`src/lvpt_pkg.sv`:
```
`default_nettype none
package lvpt_pkg;

  localparam int ChannelsDefault = 2;

  localparam int DurationW = 11;
  localparam int LockoutW  = 16;
  localparam int MaskW     = 2;
  localparam int IndexW    = 8;
  localparam int CountW    = 32;
  localparam int CfgIndexW = 2;
  localparam int CfgDataW  = 16;

  localparam logic [DurationW-1:0] DurationMin   = 11'd100;
  localparam logic [DurationW-1:0] DurationMax   = 11'd2000;
  localparam logic [DurationW-1:0] DurationReset = 11'd500;
  localparam logic [LockoutW-1:0]  LockoutReset  = 16'd1000;
  localparam logic [MaskW-1:0]     MaskReset     = 2'd3;
  localparam logic [DurationW-1:0] ElapsedMax    = 11'd2047;
  localparam logic [LockoutW-1:0]  SinceMax      = 16'hFFFF;

  // config register indexes
  localparam logic [CfgIndexW-1:0] CfgDuration = 2'd0;
  localparam logic [CfgIndexW-1:0] CfgLockout  = 2'd1;
  localparam logic [CfgIndexW-1:0] CfgMask     = 2'd2;

  // reject codes
  localparam logic [1:0] ReasonNone     = 2'd0;
  localparam logic [1:0] ReasonBadIndex = 2'd1;
  localparam logic [1:0] ReasonBusy     = 2'd2;
  localparam logic [1:0] ReasonLockout  = 2'd3;

  typedef struct packed {
    logic              req_type;
    logic [IndexW-1:0] valve_index;
  } cmd_t;

  typedef struct packed {
    logic              accepted;
    logic [1:0]        reject_reason;
    logic [MaskW-1:0]  drive_levels;
    logic [MaskW-1:0]  pulsing_mask;
    logic [MaskW-1:0]  open_mask;
    logic [MaskW-1:0]  changed_mask;
    logic [CountW-1:0] pulse_total;
  } res_t;

  typedef struct packed {
    logic [DurationW-1:0] duration;
    logic [LockoutW-1:0]  lockout;
    logic [MaskW-1:0]     active_high;
  } cfg_t;

  typedef struct packed {
    logic tick;
    logic start;
  } chan_ctl_t;

  typedef struct packed {
    logic                running;
    logic                running_next;
    logic                open_next;
    logic                ended;
    logic [LockoutW-1:0] since;
    logic [CountW-1:0]   count;
    logic [CountW-1:0]   count_next;
  } chan_stat_t;

endpackage
`default_nettype wire

```
`src/latching_valve_pulse_timer.sv`:
```
`default_nettype none
// Latching valve pulse timer.
// Path: an accepted cmd beat goes through the input register, then one pass of
//   per-channel update logic into the result register, to become its res beat.
// Throughput: 1 item per cycle while the result channel is not stalled.
// Reset (rst, sync, active high): all channels idle and closed, counters zero,
//   config back to duration 500, lockout 1000, channels in the mask register active high.
module latching_valve_pulse_timer #(
  parameter int CHANNELS = lvpt_pkg::ChannelsDefault
) (
  input  wire logic                           clk,
  input  wire logic                           rst,
  // command / tick channel
  input  wire logic                           cmd_valid,
  output logic                                cmd_stall,
  input  wire lvpt_pkg::cmd_t                 cmd,
  // result channel
  output logic                                res_valid,
  input  wire logic                           res_stall,
  output lvpt_pkg::res_t                      res,
  // config write port
  input  wire logic                           cfg_we,
  input  wire logic [lvpt_pkg::CfgIndexW-1:0] cfg_index,
  input  wire logic [lvpt_pkg::CfgDataW-1:0]  cfg_data
);
  import lvpt_pkg::*;

  localparam int PadW = CHANNELS + MaskW;

  cfg_t cfg;

  // input register
  cmd_t cmd_q;
  logic cmd_q_valid;
  logic cmd_take;
  logic advance;

  chan_ctl_t  ctl  [CHANNELS];
  chan_stat_t stat [CHANNELS];

  logic                is_tick;
  logic                idx_ok;
  logic                sel_running;
  logic [LockoutW-1:0] sel_since;
  logic [CountW-1:0]   sel_count;
  logic [CountW-1:0]   sel_count_next;
  logic                start_ok;

  logic [CHANNELS-1:0] running_vec;
  logic [CHANNELS-1:0] open_vec;
  logic [CHANNELS-1:0] changed_vec;
  logic [CHANNELS-1:0] ah_vec;
  logic [CHANNELS-1:0] level_vec;
  logic [PadW-1:0]     running_pad;
  logic [PadW-1:0]     open_pad;
  logic [PadW-1:0]     changed_pad;
  logic [PadW-1:0]     level_pad;

  res_t res_next;

  lvpt_cfg u_cfg (
    .clk       (clk),
    .rst       (rst),
    .cfg_we    (cfg_we),
    .cfg_index (cfg_index),
    .cfg_data  (cfg_data),
    .cfg       (cfg)
  );

  // Handshake: the pipe moves whenever the result slot is empty or draining.
  assign advance   = cmd_q_valid && (!res_valid || !res_stall);
  assign cmd_stall = cmd_q_valid && !advance;
  assign cmd_take  = cmd_valid && !cmd_stall;

  always_ff @(posedge clk) begin
    if (rst) begin
      cmd_q_valid <= 1'b0;
    end else if (cmd_take) begin
      cmd_q_valid <= 1'b1;
    end else if (advance) begin
      cmd_q_valid <= 1'b0;
    end
  end

  always_ff @(posedge clk) begin
    if (cmd_take) begin
      cmd_q <= cmd;
    end
  end

  // Decode of the registered item
  assign is_tick = !cmd_q.req_type;
  assign idx_ok  = cmd_q.valve_index < IndexW'(CHANNELS);

  // addressed channel, picked by compare so any index value is safe
  always_comb begin
    sel_running    = 1'b0;
    sel_since      = '0;
    sel_count      = '0;
    sel_count_next = '0;
    for (int i = 0; i < CHANNELS; i++) begin
      if (cmd_q.valve_index == IndexW'(i)) begin
        sel_running    = stat[i].running;
        sel_since      = stat[i].since;
        sel_count      = stat[i].count;
        sel_count_next = stat[i].count_next;
      end
    end
  end

  // busy check wins over lockout
  assign start_ok = !is_tick && idx_ok && !sel_running && (sel_since >= cfg.lockout);

  // Per-channel timers: step only on the cycle an item is consumed.
  for (genvar g = 0; g < CHANNELS; g++) begin : g_chan
    assign ctl[g].tick  = advance && is_tick;
    assign ctl[g].start = advance && start_ok && (cmd_q.valve_index == IndexW'(g));

    lvpt_chan u_chan (
      .clk      (clk),
      .rst      (rst),
      .duration (cfg.duration),
      .ctl      (ctl[g]),
      .stat     (stat[g])
    );

    assign running_vec[g] = stat[g].running_next;
    assign open_vec[g]    = stat[g].open_next;
    assign changed_vec[g] = stat[g].ended || ctl[g].start;
  end

  // Channels past the mask register are active low.
  assign ah_vec    = CHANNELS'({{CHANNELS{1'b0}}, cfg.active_high});
  assign level_vec = ~(running_vec ^ ah_vec);

  // Pad so a single-channel build still yields full-width masks.
  assign running_pad = {{MaskW{1'b0}}, running_vec};
  assign open_pad    = {{MaskW{1'b0}}, open_vec};
  assign changed_pad = {{MaskW{1'b0}}, changed_vec};
  assign level_pad   = {{MaskW{1'b0}}, level_vec};

  always_comb begin
    res_next.drive_levels = level_pad[MaskW-1:0];
    res_next.pulsing_mask = running_pad[MaskW-1:0];
    res_next.open_mask    = open_pad[MaskW-1:0];
    res_next.changed_mask = changed_pad[MaskW-1:0];
    if (is_tick) begin
      res_next.accepted      = 1'b1;
      res_next.reject_reason = ReasonNone;
      res_next.pulse_total   = '0;
    end else if (!idx_ok) begin
      res_next.accepted      = 1'b0;
      res_next.reject_reason = ReasonBadIndex;
      res_next.pulse_total   = '0;
    end else if (sel_running) begin
      res_next.accepted      = 1'b0;
      res_next.reject_reason = ReasonBusy;
      res_next.pulse_total   = sel_count;
    end else if (!start_ok) begin
      res_next.accepted      = 1'b0;
      res_next.reject_reason = ReasonLockout;
      res_next.pulse_total   = sel_count;
    end else begin
      res_next.accepted      = 1'b1;
      res_next.reject_reason = ReasonNone;
      res_next.pulse_total   = sel_count_next;
    end
  end

  // Result register
  always_ff @(posedge clk) begin
    if (rst) begin
      res_valid <= 1'b0;
    end else if (advance) begin
      res_valid <= 1'b1;
    end else if (!res_stall) begin
      res_valid <= 1'b0;
    end
  end

  always_ff @(posedge clk) begin
    if (advance) begin
      res <= res_next;
    end
  end

endmodule
`default_nettype wire

```
`src/lvpt_cfg.sv`:
```
`default_nettype none
module lvpt_cfg (
  input  wire logic                           clk,
  input  wire logic                           rst,
  input  wire logic                           cfg_we,
  input  wire logic [lvpt_pkg::CfgIndexW-1:0] cfg_index,
  input  wire logic [lvpt_pkg::CfgDataW-1:0]  cfg_data,
  output lvpt_pkg::cfg_t                      cfg
);
  import lvpt_pkg::*;

  logic [DurationW-1:0] dur_raw;
  logic [DurationW-1:0] dur_clamped;

  assign dur_raw = cfg_data[DurationW-1:0];

  always_comb begin
    if (dur_raw < DurationMin) begin
      dur_clamped = DurationMin;
    end else if (dur_raw > DurationMax) begin
      dur_clamped = DurationMax;
    end else begin
      dur_clamped = dur_raw;
    end
  end

  always_ff @(posedge clk) begin
    if (rst) begin
      cfg.duration    <= DurationReset;
      cfg.lockout     <= LockoutReset;
      cfg.active_high <= MaskReset;
    end else if (cfg_we) begin
      unique case (cfg_index)
        CfgDuration: cfg.duration    <= dur_clamped;
        CfgLockout:  cfg.lockout     <= cfg_data[LockoutW-1:0];
        CfgMask:     cfg.active_high <= cfg_data[MaskW-1:0];
        default: ;  // unmapped index, dropped
      endcase
    end
  end

endmodule
`default_nettype wire

```
`src/lvpt_chan.sv`:
```
`default_nettype none
module lvpt_chan (
  input  wire logic                           clk,
  input  wire logic                           rst,
  input  wire logic [lvpt_pkg::DurationW-1:0] duration,
  input  wire lvpt_pkg::chan_ctl_t            ctl,
  output lvpt_pkg::chan_stat_t                stat
);
  import lvpt_pkg::*;

  logic                 running;
  logic                 valve_open;
  logic [DurationW-1:0] elapsed;
  logic [LockoutW-1:0]  since;
  logic [CountW-1:0]    count;

  logic [DurationW-1:0] elapsed_inc;
  logic [LockoutW-1:0]  since_inc;
  logic                 ended;

  assign elapsed_inc = (elapsed != ElapsedMax) ? elapsed + 1'b1 : elapsed;
  assign since_inc   = (since != SinceMax) ? since + 1'b1 : since;
  assign ended       = ctl.tick && running && (elapsed_inc >= duration);

  assign stat.running      = running;
  assign stat.running_next = ctl.start || (running && !ended);
  assign stat.open_next    = valve_open ^ ended;
  assign stat.ended        = ended;
  assign stat.since        = since;
  assign stat.count        = count;
  assign stat.count_next   = count + 1'b1;

  always_ff @(posedge clk) begin
    if (rst) begin
      running    <= 1'b0;
      valve_open <= 1'b0;
      elapsed    <= '0;
      since      <= '0;
      count      <= '0;
    end else if (ctl.tick) begin
      since      <= since_inc;
      valve_open <= valve_open ^ ended;
      if (running) begin
        elapsed <= elapsed_inc;
        running <= !ended;
      end
    end else if (ctl.start) begin
      since   <= '0;
      elapsed <= '0;
      running <= 1'b1;
      count   <= stat.count_next;
    end
  end

endmodule
`default_nettype wire
```
`config.mk`:
```
export PLATFORM = sky130hd
export DESIGN_NAME = latching_valve_pulse_timer
export DESIGN_NICKNAME = d
export VERILOG_FILES = /design/src/lvpt_pkg.sv /design/src/latching_valve_pulse_timer.sv /design/src/lvpt_cfg.sv /design/src/lvpt_chan.sv
export SDC_FILE = /design/constraint.sdc
export NUM_CORES = 1
export LEC_CHECK = 0
export BUFFER_PORTS_ARGS = -buffer_cell sky130_fd_sc_hd__buf_2
export CORE_UTILIZATION = 39
export DETAILED_ROUTE_END_ITERATION = 8
export PLACE_DENSITY = 0.64
export SLEW_MARGIN = 20
export SYNTH_ARGS = -nofsm -noshare
export SYNTH_HDL_FRONTEND = slang
export SYNTH_SLANG_ARGS = --single-unit
```
`constraint.sdc`:
```
create_clock -name clk -period 7.2 [get_ports clk]
set_input_delay 2.16 -clock clk [delete_from_list [all_inputs] [get_ports clk]]
set_output_delay 2.16 -clock clk [all_outputs]
set_load 0.05 [all_outputs]
```
Yosys cells after proc, flatten, opt, wreduce, memory -nomap -nowiden
Cells that the tools add are included.
- bits in registers: 205
- output and inout port bits: 45
- input port bits: 32
- word-level logic and storage cells: 137
- magnitude comparators: 6
- $add $sub $neg: 6
- equality and inequality tests: 12
- bitwise operators: 5
- muxes and demuxes: 39
- reduce and logical (&&, ||, !) cells: 44
- operator list (kind ; number):
    $mux W32 ; 6
    $mux W16 ; 8
    $mux W11 ; 10
    $add A32 B1 Y32 const B ; 2
    $add A16 B1 Y16 const B ; 2
    $ne A16 B16 Y1 const B ; 2
    $add A11 B1 Y11 const B ; 2
    $ge A11 B11 Y1 ; 2
    $ne A11 B11 Y1 const B ; 2
    $reduce_and A2 Y1 ; 10
    $ge A16 B16 Y1 ; 1
    $logic_and A1 B1 Y1 ; 16
    $mux W1 ; 12
    $gt A11 B11 Y1 const B ; 1
    $lt A11 B7 Y1 const B ; 1
    $mux W3 ; 3
    $eq A8 B1 Y1 const B ; 1
    $logic_not A1 Y1 ; 8
    $logic_not A8 Y1 ; 1
    $lt A8 B2 Y1 const B ; 1
    $ne A2 B1 Y1 const B ; 3
    $reduce_bool A2 Y1 ; 3
    $logic_or A1 B1 Y1 ; 5
    $ne A2 B2 Y1 const B ; 2
    7 further kinds ; 8

Logic depth before layout (Yosys ltp)
Gate-level depths: netlist of the first run.
- depth after elaboration: 11
- mapped depth: 16
- gate-level depth less buffers: 14

Hierarchy
From an unflattened synthesis of the first run, not the netlist that was laid out.
- cell total of the unflattened synthesis: 1461
- area, all modules: 12487.0 µm²
- modules (own cells, without submodules) (module ; cells an instance ; instances ; area an instance (µm²)):
    lvpt_chan ; 502 ; 2 ; 3905.0
    latching_valve_pulse_timer ; 320 ; 1 ; 3539.6
    lvpt_cfg ; 137 ; 1 ; 1137.3

Least setup slack after synthesis of the first run
OpenSTA, ideal clock, no wires.
- path type: input-to-reg
- start: in res_stall
- end: reg g_chan[0].u_chan.since[13]
- stages on the path: 5
- required time: 7083 ps
- arrival: 6069 ps
- path buffers: 0
- path slack: 1014 ps
- setup time: 117 ps
- cell sequence: a21boi_1 -> nand3_1 -> o21ai_1 -> nand2_1 -> a32o_1
- longest elaborated chain between the ends: 7
- elaborated cells on any way between the ends: 10
- those cells by class: eq/ne (1); mux (1); reduce/logical (8)
- RTL lines (element ; line ; source):
    start, declared ; latching_valve_pulse_timer.sv:19 ; input wire logic res_stall,
    $logic_not A1 Y1 * ; n/a ;
    $logic_or A1 B1 Y1 * ; latching_valve_pulse_timer.sv:71 ; assign advance = cmd_q_valid && (!res_valid || !res_stall);
    $logic_and A1 B1 Y1 * ; latching_valve_pulse_timer.sv:71 ;
    $logic_and A1 B1 Y1 (2 in series) ; latching_valve_pulse_timer.sv:117 ; assign ctl[g].start = advance && start_ok && (cmd_q.valve_index == IndexW'(g));
    $reduce_bool A2 Y1 (no line) ; n/a ;
    $reduce_and A2 Y1 (no line) ; n/a ;
    end signal, assigned ; lvpt_chan.sv:41 ; since <= since_inc;
    end, declared ; lvpt_chan.sv:14 ; logic [LockoutW-1:0] since;
Mark *: on every way between the ends. The rest lies on a longest branch, timed or not.
A chain may end at the register's enable or synchronous reset.

Final worst setup path of the first run
- start: reg cmd_q[0] (netlist name)
- end: reg res[38] (netlist name), data pin
- longest elaborated chain between the ends: 11
- elaborated cells on any way between the ends: 17
- those cells by class: order compare (2); eq/ne (1); mux (4); bitwise (2); reduce/logical (8)
- RTL lines (element ; line ; source):
    start, declared ; latching_valve_pulse_timer.sv:33 ; cmd_t cmd_q;
    start signal, assigned ; latching_valve_pulse_timer.sv:87 ; cmd_q <= cmd;
    parallel branches: the longest is 7 deep, another holds $ge A16 B16 Y1 ; n/a ;
    $logic_and A1 B1 Y1 * ; latching_valve_pulse_timer.sv:117 ;
    $logic_or A1 B1 Y1 * ; lvpt_chan.sv:26 ; assign stat.running_next = ctl.start || (running && !ended);
    $xor A2 B2 Y2 * ; latching_valve_pulse_timer.sv:134 ; assign level_vec = ~(running_vec ^ ah_vec);
    $not A2 Y2 * ; latching_valve_pulse_timer.sv:134 ;
    via level_vec[0] ; latching_valve_pulse_timer.sv:53 ; logic [CHANNELS-1:0] level_vec;
    end signal, assigned ; latching_valve_pulse_timer.sv:183 ; res <= res_next;
    end, declared ; latching_valve_pulse_timer.sv:20 ; output lvpt_pkg::res_t res,
Mark *: on every way through the listed nets, which the timed path passes.

==> impl_metrics.ini, run 1 <==
[logic_synthesis]
ys_warn_count = 0
synth_cell_types = 70
synthTopCellsByCount = nor2_1 (162), nand2_1 (157), dfxtp_1 (153)
synth_area_leaders = dfxtp_1 (27%), edfxtp_1 (14%), nor2_1 (5.3%)
syn_area_per_cell_um2 = 8.36
async_flop_share = 0
synth-main-ff-cell = dfxtp_1
synth_area_um2 = 11500
synthesis.nets = 1454
seq_area_frac_synth = 0.401
synth_seq_cells = 205
yosysTopAreaCellShare = 0.266
synth_edf_count = 52
synth_cells = 1378
yosysTopAreaCell = dfxtp_1
yosysMostFrequentCell = nor2_1

[drt]
top_layer = met4
via_count = 10200
route.met3.wl_um = 1740
antenna_left = 0
met1_length_um = 14500
viasPerCell = 5.59
drc = 0
drt_wl_total_um = 30800
wl_per_cell_um = 16.9
wl_met2_um = 13900
firstDrtPassIters = 5
drt_iter0_drc = 758

[cts]
cts.hold.buffers_added = 0
cts_inserted_buffers = 24
numClockSinks = 205
h-tree-depth = 1
path_clk_slew_ns = 0.06
clk_path_buf_depth = 3
cts_setup_buffers = 0
clockRootBuffer = clkbuf_16
cts_resized = 0
insertion_delay_ns = 0.53
cts_tree = yes

[grt]
grtUsageTotal = 0.199
grt_pass1_wl_um = 49200
antenna_found_initial = 0
grt_max_degree = 78
overflow = 0
grt_pass1_vias = 9409

[sta]
hold_viol_final = 0
min_period_ns = 4.94
rsz0062_at_grt = no
maxSlewViolCount = 0
fmax_mhz = 203
setup_viol = 0
fin_crit_sh = 0.686
hold_slack_ns = 0.457
final.setup.tns_ns = 0
worst_slew_pin_slew_ns = 1.02
finClkSkew_ns = 0.0215
max_slew_margin = 0.322

[power_and_ir_drop]
p_leak_nw = 4.70
ir_drop_mv = 0.179
powerDensity_nw_per_um2 = 206

[critical_path]
crit_type = reg -> reg
worstPathBufferInverterCount = 2
cp_slowest_cell = edfxtp_1
rr_endpoint = res[38]
cp_max_fo = 46
crit_family = compound AO/OA/AOI/OAI gates
cpPeakStageDelay_ns = 0.91
r2r_start = cmd_q[0]
crit_end = res[38]
cp_data_arrival_time_ns = 5.19
path_cells = buf_4, mux2_2, nand2_1, ha_1, nand2b_1, a31oi_1, o21ai_0, a211o_2, buf_4, nand4_1, a21boi_0, xor2_1
critical_path.most_common_cell = buf_4
cp-start-kind = flop
worstRegToRegCells = 12
r2r_slack_ns = 2.26
worstPathRequired_ns = 7.46
critical_path_cell_count = 12
crit_path_start = cmd_q[0]
critPathCaptureType = flop

[worst_hold_path]
hold_class = reg -> reg

[floorplan]
ios = 77
die_area_um2 = 30200
coreArea_um2 = 28900
rows = 62
start_util = 0.399
fp.dieW_um = 174
die_h_um = 174

[layout]
regArea_um2 = 4620
drive_gt1_frac = 0.110
diodes = 0
syn_to_final_growth_pct = 13.8
fin_cells = 1820
fill_cells = 2873
multiInputGateArea_um2 = 6500
layout.nets = 1494

[placement]
dp_hpwl_um = 21300
dp_cells = 1776
portBuffers = 76
place_congestion = 0.868

[run_status]
status = completed

[job]
cap_violations = 0
## per-stage QoR
| step | power [mW] | setup WS, ns | util | instance area [um^2] |
|---|---|---|---|---|
| 2_1_floorplan | 1.33 | 1.01 | - | 11500 |
| 3_3_place_gp | 1.37 | 2.13 | 0.424 | 12200 |
| 3_5_place_dp | 1.38 | 2.00 | 0.424 | 12200 |
| 4_1_cts | 2.72 | 2.27 | 0.454 | 13100 |
| 5_1_grt | 2.78 | 1.83 | 0.455 | 13100 |
| 6_report | 2.70 | 2.26 | 0.455 | 13100 |
## cell usage in the layout, fill, tap and decap left out, types with 20 or more instances in the layout
cell and count:
nor4_1 20, a31oi_1 24, buf_2 75, a21oi_1 91
nor3_1 42, mux2i_1 29, edfxtp_1 52, nand3_1 99
o21ai_0 50, nor2_1 159, nand2_1 157, xor2_1 67
inv_1 40, clkbuf_16 26, xnor2_1 57, ha_1 44
nand4_1 28, dfxtp_1 153
## layout make-up
cell class	instances	area share
clock buffers	35	0.0545
clock inverters	9	0.0131
inverters	40	0.0114
multi-input cells	1059	0.496
flip-flops and latches	205	0.353
well taps	384	0.0366
repair buffers	88	0.0361
## worst min-delay path by stage
stage             startpoint            end  slack (ns)  cells after the start
6_report       u_cfg.cfg[12]  u_cfg.cfg[12]        0.46                      2
5_1_grt        u_cfg.cfg[13]  u_cfg.cfg[13]        0.48                      2
4_1_cts        u_cfg.cfg[12]  u_cfg.cfg[12]        0.46                      2
3_5_place_dp   u_cfg.cfg[12]  u_cfg.cfg[12]        0.45                      2
3_3_place_gp   u_cfg.cfg[12]  u_cfg.cfg[12]        0.44                      2
2_1_floorplan  u_cfg.cfg[12]  u_cfg.cfg[12]        0.44                      2
## state kept, by name (all words and copies together) (netlist names)
signal,flops
cmd_q,9
g_chan.u_chan.elapsed,22
res,43
res_valid,1
g_chan.u_chan.count,64
cmd_q_valid,1
g_chan.u_chan.running,2
g_chan.u_chan.valve_open,2
g_chan.u_chan.since,32
u_cfg.cfg,29
## report_power, final
| part | leakage, nW | internal, mW | switching [mW] |
|---|---|---|---|
| sequential | 1.72 | 1.20 | 0.0101 |
| combinational | 2.56 | 0.0337 | 0.105 |
| clock | 0.429 | 0.865 | 0.482 |
## worst register-to-register path, stage by stage, from the launching register on
cell and delay, ns:
edfxtp_1 0.91, buf_4 0.57, mux2_2 0.25, nand2_1 0.08
ha_1 0.30, nand2b_1 0.09, a31oi_1 0.08, o21ai_0 0.40
a211o_2 0.52, buf_4 0.51, nand4_1 0.46, a21boi_0 0.33
xor2_1 0.19
## logic make-up (layout without fill, tap and decap cells)
| logic type | count (synthesis) | count (layout) | share of synthesized area |
|---|---|---|---|
| AND/OR/NAND/NOR | 590 | 590 | 0.243 |
| AO/OA/AOI/OAI | 264 | 264 | 0.142 |
| buffers and inverters | 114 | 172 | 0.0377 |
| flip-flops | 205 | 205 | 0.401 |
| XOR/XNOR | 124 | 124 | 0.0942 |
| adder cells (fa/ha/maj) | 44 | 44 | 0.0478 |
| multiplexers | 37 | 37 | 0.0340 |
## layer usage
layer  vias to the layer above  GRT usage
li1                       5007          -
met1                      4826      0.281
met2                       292      0.317
met3                        51     0.0284
met4                         0     0.0537
met5                         -          0
Power figures use the tool's default switching activity.
==> inputs of run 2 (changes only) <==
--- a/config.mk
+++ b/config.mk
@@ -5,10 +5,11 @@
 export SDC_FILE = /design/constraint.sdc
 export NUM_CORES = 1
 export LEC_CHECK = 0
+export ABC_AREA = 1
 export BUFFER_PORTS_ARGS = -buffer_cell sky130_fd_sc_hd__buf_2
 export CORE_UTILIZATION = 39
 export DETAILED_ROUTE_END_ITERATION = 8
-export PLACE_DENSITY = 0.64
+export PLACE_DENSITY = 0.66
 export SLEW_MARGIN = 20
 export SYNTH_ARGS = -nofsm -noshare
 export SYNTH_HDL_FRONTEND = slang
==> constraint.sdc (replaced) <==
create_clock -name clk -period 4.22 [get_ports clk]
set_input_delay 1.266 -clock clk [delete_from_list [all_inputs] [get_ports clk]]
set_output_delay 1.266 -clock clk [all_outputs]
set_load 0.05 [all_outputs]
==> run 2 against run 1 <==
  * Critical path depth increased by 3
  * Worst setup slack got worse by 2.0 ns
  * Combinational power increased by 110%
  * Sequential power increased by 73%
  * Largest power group unchanged
  * Total power increased by 67%
  * Largest cell class unchanged
  * Cell count increased by 24%
  * Sequential share of layout area decreased by 2.1 points
==> impl_metrics.ini, run 2 <==
[run_status]
status = completed

[power_and_ir_drop]
power_mw = 4.52
p_leak_nw = 5.57
ir_drop_mv = 0.271
powerDensity_nw_per_um2 = 324

[critical_path]
worstRegToRegCells = 15
crit_type = reg -> reg
crit_end = res[23]
cp_data_arrival_time_ns = 4.19
rr_endpoint = res[23]
crit_path_start = cmd_q[3]
cp-start-kind = flop
r2r_slack_ns = 0.30
r2r_start = cmd_q[3]
cp_max_fo = 33
worstPathRequired_ns = 4.49
critPathCaptureType = flop

[placement]
dp_slack_ns = 0.350
dp_hpwl_um = 26100
dpl_cell_area_um2 = 13100
portBuffers = 76
dp_cells = 2216
place_congestion = 0.932

[logic_synthesis]
synthTopCellsByCount = nand2_1 (474), inv_1 (180), nor2_1 (175)
synth_edf_count = 52
synthesis.nets = 1870
seq_area_frac_synth = 0.370
synth_cells = 1794
synth_seq_cells = 205
synth-main-ff-cell = dfxtp_1
yosysTopAreaCell = dfxtp_1
yosysMostFrequentCell = nand2_1
synth_area_um2 = 12500
ys_warn_count = 0
yosysTopAreaCellShare = 0.245
syn_area_per_cell_um2 = 6.97
synth_cell_types = 46
synth_area_leaders = dfxtp_1 (25%), nand2_1 (14%), edfxtp_1 (12%)
async_flop_share = 0

[grt]
grt_max_degree = 88
top_usage_layer = met2
antenna_found_initial = 0
met3_usage = 0.0244
grtUsageTotal = 0.218
grt_pass1_wl_um = 57900
overflow = 0
grtUsageMet1 = 0.281
grt_pass1_vias = 11100
grt_util_met2 = 0.373

[layout]
final_common_cell = nand2_1
syn_to_final_growth_pct = 11.5
regMostFlops = g_chan.u_chan.count
layout.nets = 1917
drive_gt1_frac = 0.0936
diodes = 0
fin_cells = 2261
top_regs = g_chan.u_chan.count: 64 flops, res: 43 flops, g_chan.u_chan.since: 32 flops
largest_register_ff_count = 64
postLayoutCellArea_um2 = 13900
final_cell_mix = nand2_1 (474), inv_1 (179), nor2_1 (175)

[floorplan]
coreArea_um2 = 31600
ios = 77
start_util = 0.396
die_h_um = 181
die_area_um2 = 32800
fp.dieW_um = 181
rows = 65

[sta]
maxSlewViolCount = 0
hold_viol_final = 0
fin_crit_sh = 0.929
worst_slew_pin_slew_ns = 1.04
setup_viol = 0
min_period_ns = 3.92
fmax_mhz = 255
finClkSkew_ns = 0.00949
max_slew_margin = 0.304
rsz0062_at_grt = no
worst_slack_ns = 0.298
final.setup.tns_ns = 0

[drt]
viasPerCell = 5.31
drt_iter0_drc = 857
drc = 0
wl_per_cell_um = 15.8
firstDrtPassIters = 5
via_count = 12000
drt_wl_total_um = 35800
antenna_left = 0

[cts]
clk_path_buf_depth = 3
numClockSinks = 205
cts_tree = yes
path_clk_slew_ns = 0.06
clockRootBuffer = clkbuf_16
cts.hold.buffers_added = 0
cts_inserted_buffers = 25
h-tree-depth = 1
insertion_delay_ns = 0.53

[worst_hold_path]
hold_class = reg -> reg

[job]
cap_violations = 0
-- run 2: final cells by class --
type / count / area (um^2)
Fill cell: 3270 / 17600
Clock buffer: 31 / 648
Multi-Input combinational cell: 1323 / 6770
Clock inverter: 14 / 141
Inverter: 191 / 721
Tap cell: 402 / 503
Timing Repair Buffer: 95 / 523
Sequential cell: 205 / 4620
-- run 2: worst min path at each step --
stage | from | cells past startpoint | slack, ns | end
6_report | g_chan[1].u_chan.count[31] | 2 | 0.47 | g_chan[1].u_chan.count[31]
5_1_grt | u_cfg.cfg[6] | 2 | 0.49 | u_cfg.cfg[6]
4_1_cts | g_chan[1].u_chan.count[31] | 2 | 0.47 | g_chan[1].u_chan.count[31]
3_5_place_dp | g_chan[1].u_chan.count[31] | 2 | 0.46 | g_chan[1].u_chan.count[31]
3_3_place_gp | u_cfg.cfg[27] | 2 | 0.45 | u_cfg.cfg[27]
2_1_floorplan | u_cfg.cfg[15] | 2 | 0.44 | u_cfg.cfg[15]
-- run 2: metrics by stage --
step | utilization | hold slack [ns]
final | 0.442 | 0.467
after global routing | 0.442 | 0.492
after CTS | 0.441 | 0.467
after detailed placement | 0.416 | 0.459
after global placement | 0.416 | 0.449
after floorplan | - | 0.435
-- run 2: report_power, final --
| group | internal, mW | switching (mW) |
|---|---|---|
| Sequential | 2.07 | 0.0286 |
| Clock | 1.26 | 0.865 |
| Combinational | 0.0765 | 0.216 |
-- run 2: critical path, stage by stage (launching register included) --
cell and delay, ns:
edfxtp_1 0.41, nor2_4 0.17, and2_1 0.16, nand2_1 0.32, buf_4 0.29, o22ai_1 0.20
ha_1 0.29, a21oi_1 0.17, o21ai_0 0.10, a21oi_1 0.16, nand2_2 0.31, nand2_2 0.30
buf_4 0.41, nand2_1 0.14, nand3_1 0.14, a21oi_1 0.08
-- run 2: timing repair --
item,4_1_cts,5_1_grt
endpoints found under the setup margin,0,11
buffers inserted,0,0
gates resized for setup,0,2
endpoints found under the hold margin,0,0
-- run 2: logic make-up after synthesis --
group,count (synthesis),synth area share
XOR/XNOR,65,0.0455
AO/OA/AOI/OAI,300,0.130
flip-flops,205,0.370
multiplexers,1,0.000801
buffers and inverters,266,0.0884
AND/OR/NAND/NOR,913,0.321
adder cells (fa/ha/maj),44,0.0440
-- run 2: layer usage --
layer / up-vias / share of wire
met5: - / 0
met4: 0 / 0.037
met3: 89 / 0.054
met2: 375 / 0.48
met1: 5550 / 0.43
li1: 6000 / -
==> inputs of run 3 (changes only) <==
--- a/config.mk
+++ b/config.mk
@@ -7,6 +7,7 @@
 export LEC_CHECK = 0
 export ABC_AREA = 1
 export BUFFER_PORTS_ARGS = -buffer_cell sky130_fd_sc_hd__buf_2
+export CORE_MARGIN = 2
 export CORE_UTILIZATION = 39
 export DETAILED_ROUTE_END_ITERATION = 8
 export PLACE_DENSITY = 0.66
==> run 3 against run 2 <==
  * Utilization increased by 0.25 points
  * Clock skew up 0.0047 ns
  * Global-route usage fell by 0.20 points
  * Non-clock buffer count shrank 1
  * Sequential cell count did not move
  * Sequential share of layout area decreased by 0.19 points
  * Clock-buffer cell count grew 2
  * First-iteration DRC count is 13% higher
==> impl_metrics.ini, run 3 (synthesis results as in run 2) <==
[sta]
min_period_ns = 3.96
worst_slew_pin_slew_ns = 1.04
final.setup.tns_ns = 0
setup_viol = 0
maxSlewViolCount = 0
fin_crit_sh = 0.938
hold_viol_final = 0
finClkSkew_ns = 0.0142
fmax_mhz = 253
max_slew_margin = 0.306

[layout]
top_regs = g_chan.u_chan.count: 64 flops, res: 43 flops, g_chan.u_chan.since: 32 flops
final_common_cell = nand2_1
diodes = 0
layout.nets = 1916
drive_gt1_frac = 0.0979
largest_register_ff_count = 64
syn_to_final_growth_pct = 12.1
regMostFlops = g_chan.u_chan.count
final_cell_mix = nand2_1 (474), inv_1 (179), nor2_1 (175)

[worst_hold_path]
min_from = u_cfg.cfg[27]
hold_class = reg -> reg
hold_path_end = u_cfg.cfg[27]
holdPathStages = 2

[drt]
drc = 0
drt_wl_total_um = 36100
firstDrtPassIters = 6
drt_iter0_drc = 970
wl_per_cell_um = 16.0
viasPerCell = 5.30
via_count = 12000
antenna_left = 0

[power_and_ir_drop]
ir_drop_mv = 0.248
powerDensity_nw_per_um2 = 334
p_leak_nw = 5.62
power_mw = 4.68

[cts]
cts_inserted_buffers = 25
clk_path_buf_depth = 3
path_clk_slew_ns = 0.06
h-tree-depth = 1
clockRootBuffer = clkbuf_16
cts_tree = yes
insertion_delay_ns = 0.54
numClockSinks = 205
cts.hold.buffers_added = 0

[floorplan]
start_util = 0.396
die_h_um = 183
coreArea_um2 = 31600
die_area_um2 = 33500
ios = 77
fp.dieW_um = 183
rows = 65

[critical_path]
cp_max_fo = 27
r2r_start = cmd_q[4]
crit_path_start = cmd_q[4]
worstPathRequired_ns = 4.58
crit_type = reg -> reg
rr_endpoint = g_chan[0].u_chan.count[29]
r2r_slack_ns = 0.26
cp-start-kind = flop
worstRegToRegCells = 15
critPathCaptureType = flop
cp_data_arrival_time_ns = 4.32

[run_status]
status = completed

[placement]
portBuffers = 76
place_congestion = 0.891
dp_hpwl_um = 26400

[grt]
grt_pass1_vias = 11300
grtUsageTotal = 0.216
grt_max_degree = 88
grt_pass1_wl_um = 58700
antenna_found_initial = 0
overflow = 0

[job]
cap_violations = 0
[run 3: cell count changes in the layout (fill, tap and decap cells not counted)]
cell,delta
inv_4,+2
clkinv_2,+1
clkinv_1,-5
buf_4,-1
clkbuf_8,+5
bufinv_16,+1
clkinvlp_4,-1
inv_6,+1
clkbuf_1,-3
[run 3: timing repair]
action	4_1_cts	5_1_grt
setup endpoints to repair	0	25
gates resized for setup	0	1
setup buffers	0	0
[run 3: per-stage QoR]
step,hold slack [ns],cell area (um^2),utilization,worst slack (ns),std cells
4_1_cts,0.468,14000,0.444,0.241,2261
6_report,0.470,14000,0.444,0.260,2261
3_5_place_dp,0.459,13100,0.416,0.303,2215
2_1_floorplan,0.435,12500,-,0.897,1794
5_1_grt,0.488,14000,0.444,-0.0111,2261
3_3_place_gp,0.448,13100,0.416,0.463,2215
[run 3: per-layer routing]
| layer | part of all wire | vias up | track usage |
|---|---|---|---|
| met1 | 0.43 | 5520 | 0.276 |
| met4 | 0.036 | 0 | 0.0749 |
| met3 | 0.049 | 74 | 0.0240 |
| met5 | 0 | - | 0 |
| li1 | - | 6000 | - |
| met2 | 0.48 | 387 | 0.377 |
[run 3: worst max-delay path: stages (launching register included)]
cell and delay [ns]:
edfxtp_1 0.37, nor2_1 0.14, nand2_2 0.13, inv_2 0.11, nand2_1 0.37, buf_4 0.30, o22ai_1 0.17, ha_1 0.28
a21oi_1 0.15, o21ai_0 0.11, a21oi_1 0.20, nand2_2 0.32, nand4_4 0.42, clkinv_2 0.46, nand2_1 0.17, a21oi_1 0.08
[run 3: cell type report]
| class | count | area (um^2) |
|---|---|---|
| Fill cell | 3205 | 17500 |
| Tap cell | 402 | 503 |
| Timing Repair Buffer | 94 | 515 |
| Clock inverter | 13 | 173 |
| Inverter | 191 | 719 |
| Multi-Input combinational cell | 1323 | 6770 |
| Clock buffer | 33 | 706 |
| Sequential cell | 205 | 4620 |
[run 3: worst max path at each step]
stage                                       endpoint  slack, ns  cells after the start
after floorplan                            cmd_stall       0.90                      2
after global placement                       res[38]       0.46                     13
after detailed placement  g_chan[0].u_chan.count[10]       0.30                     15
after CTS                 g_chan[0].u_chan.count[20]       0.24                     15
after global routing      g_chan[0].u_chan.count[23]      -0.01                     15
final                     g_chan[0].u_chan.count[29]       0.26                     15
[run 3: where the power goes]
part | switching [mW] | total [mW] | internal [mW]
Sequential | 0.0288 | 2.09 | 2.07
Clock | 0.872 | 2.29 | 1.42
Combinational | 0.220 | 0.296 | 0.0761
Total | 1.12 | 4.68 | 3.56
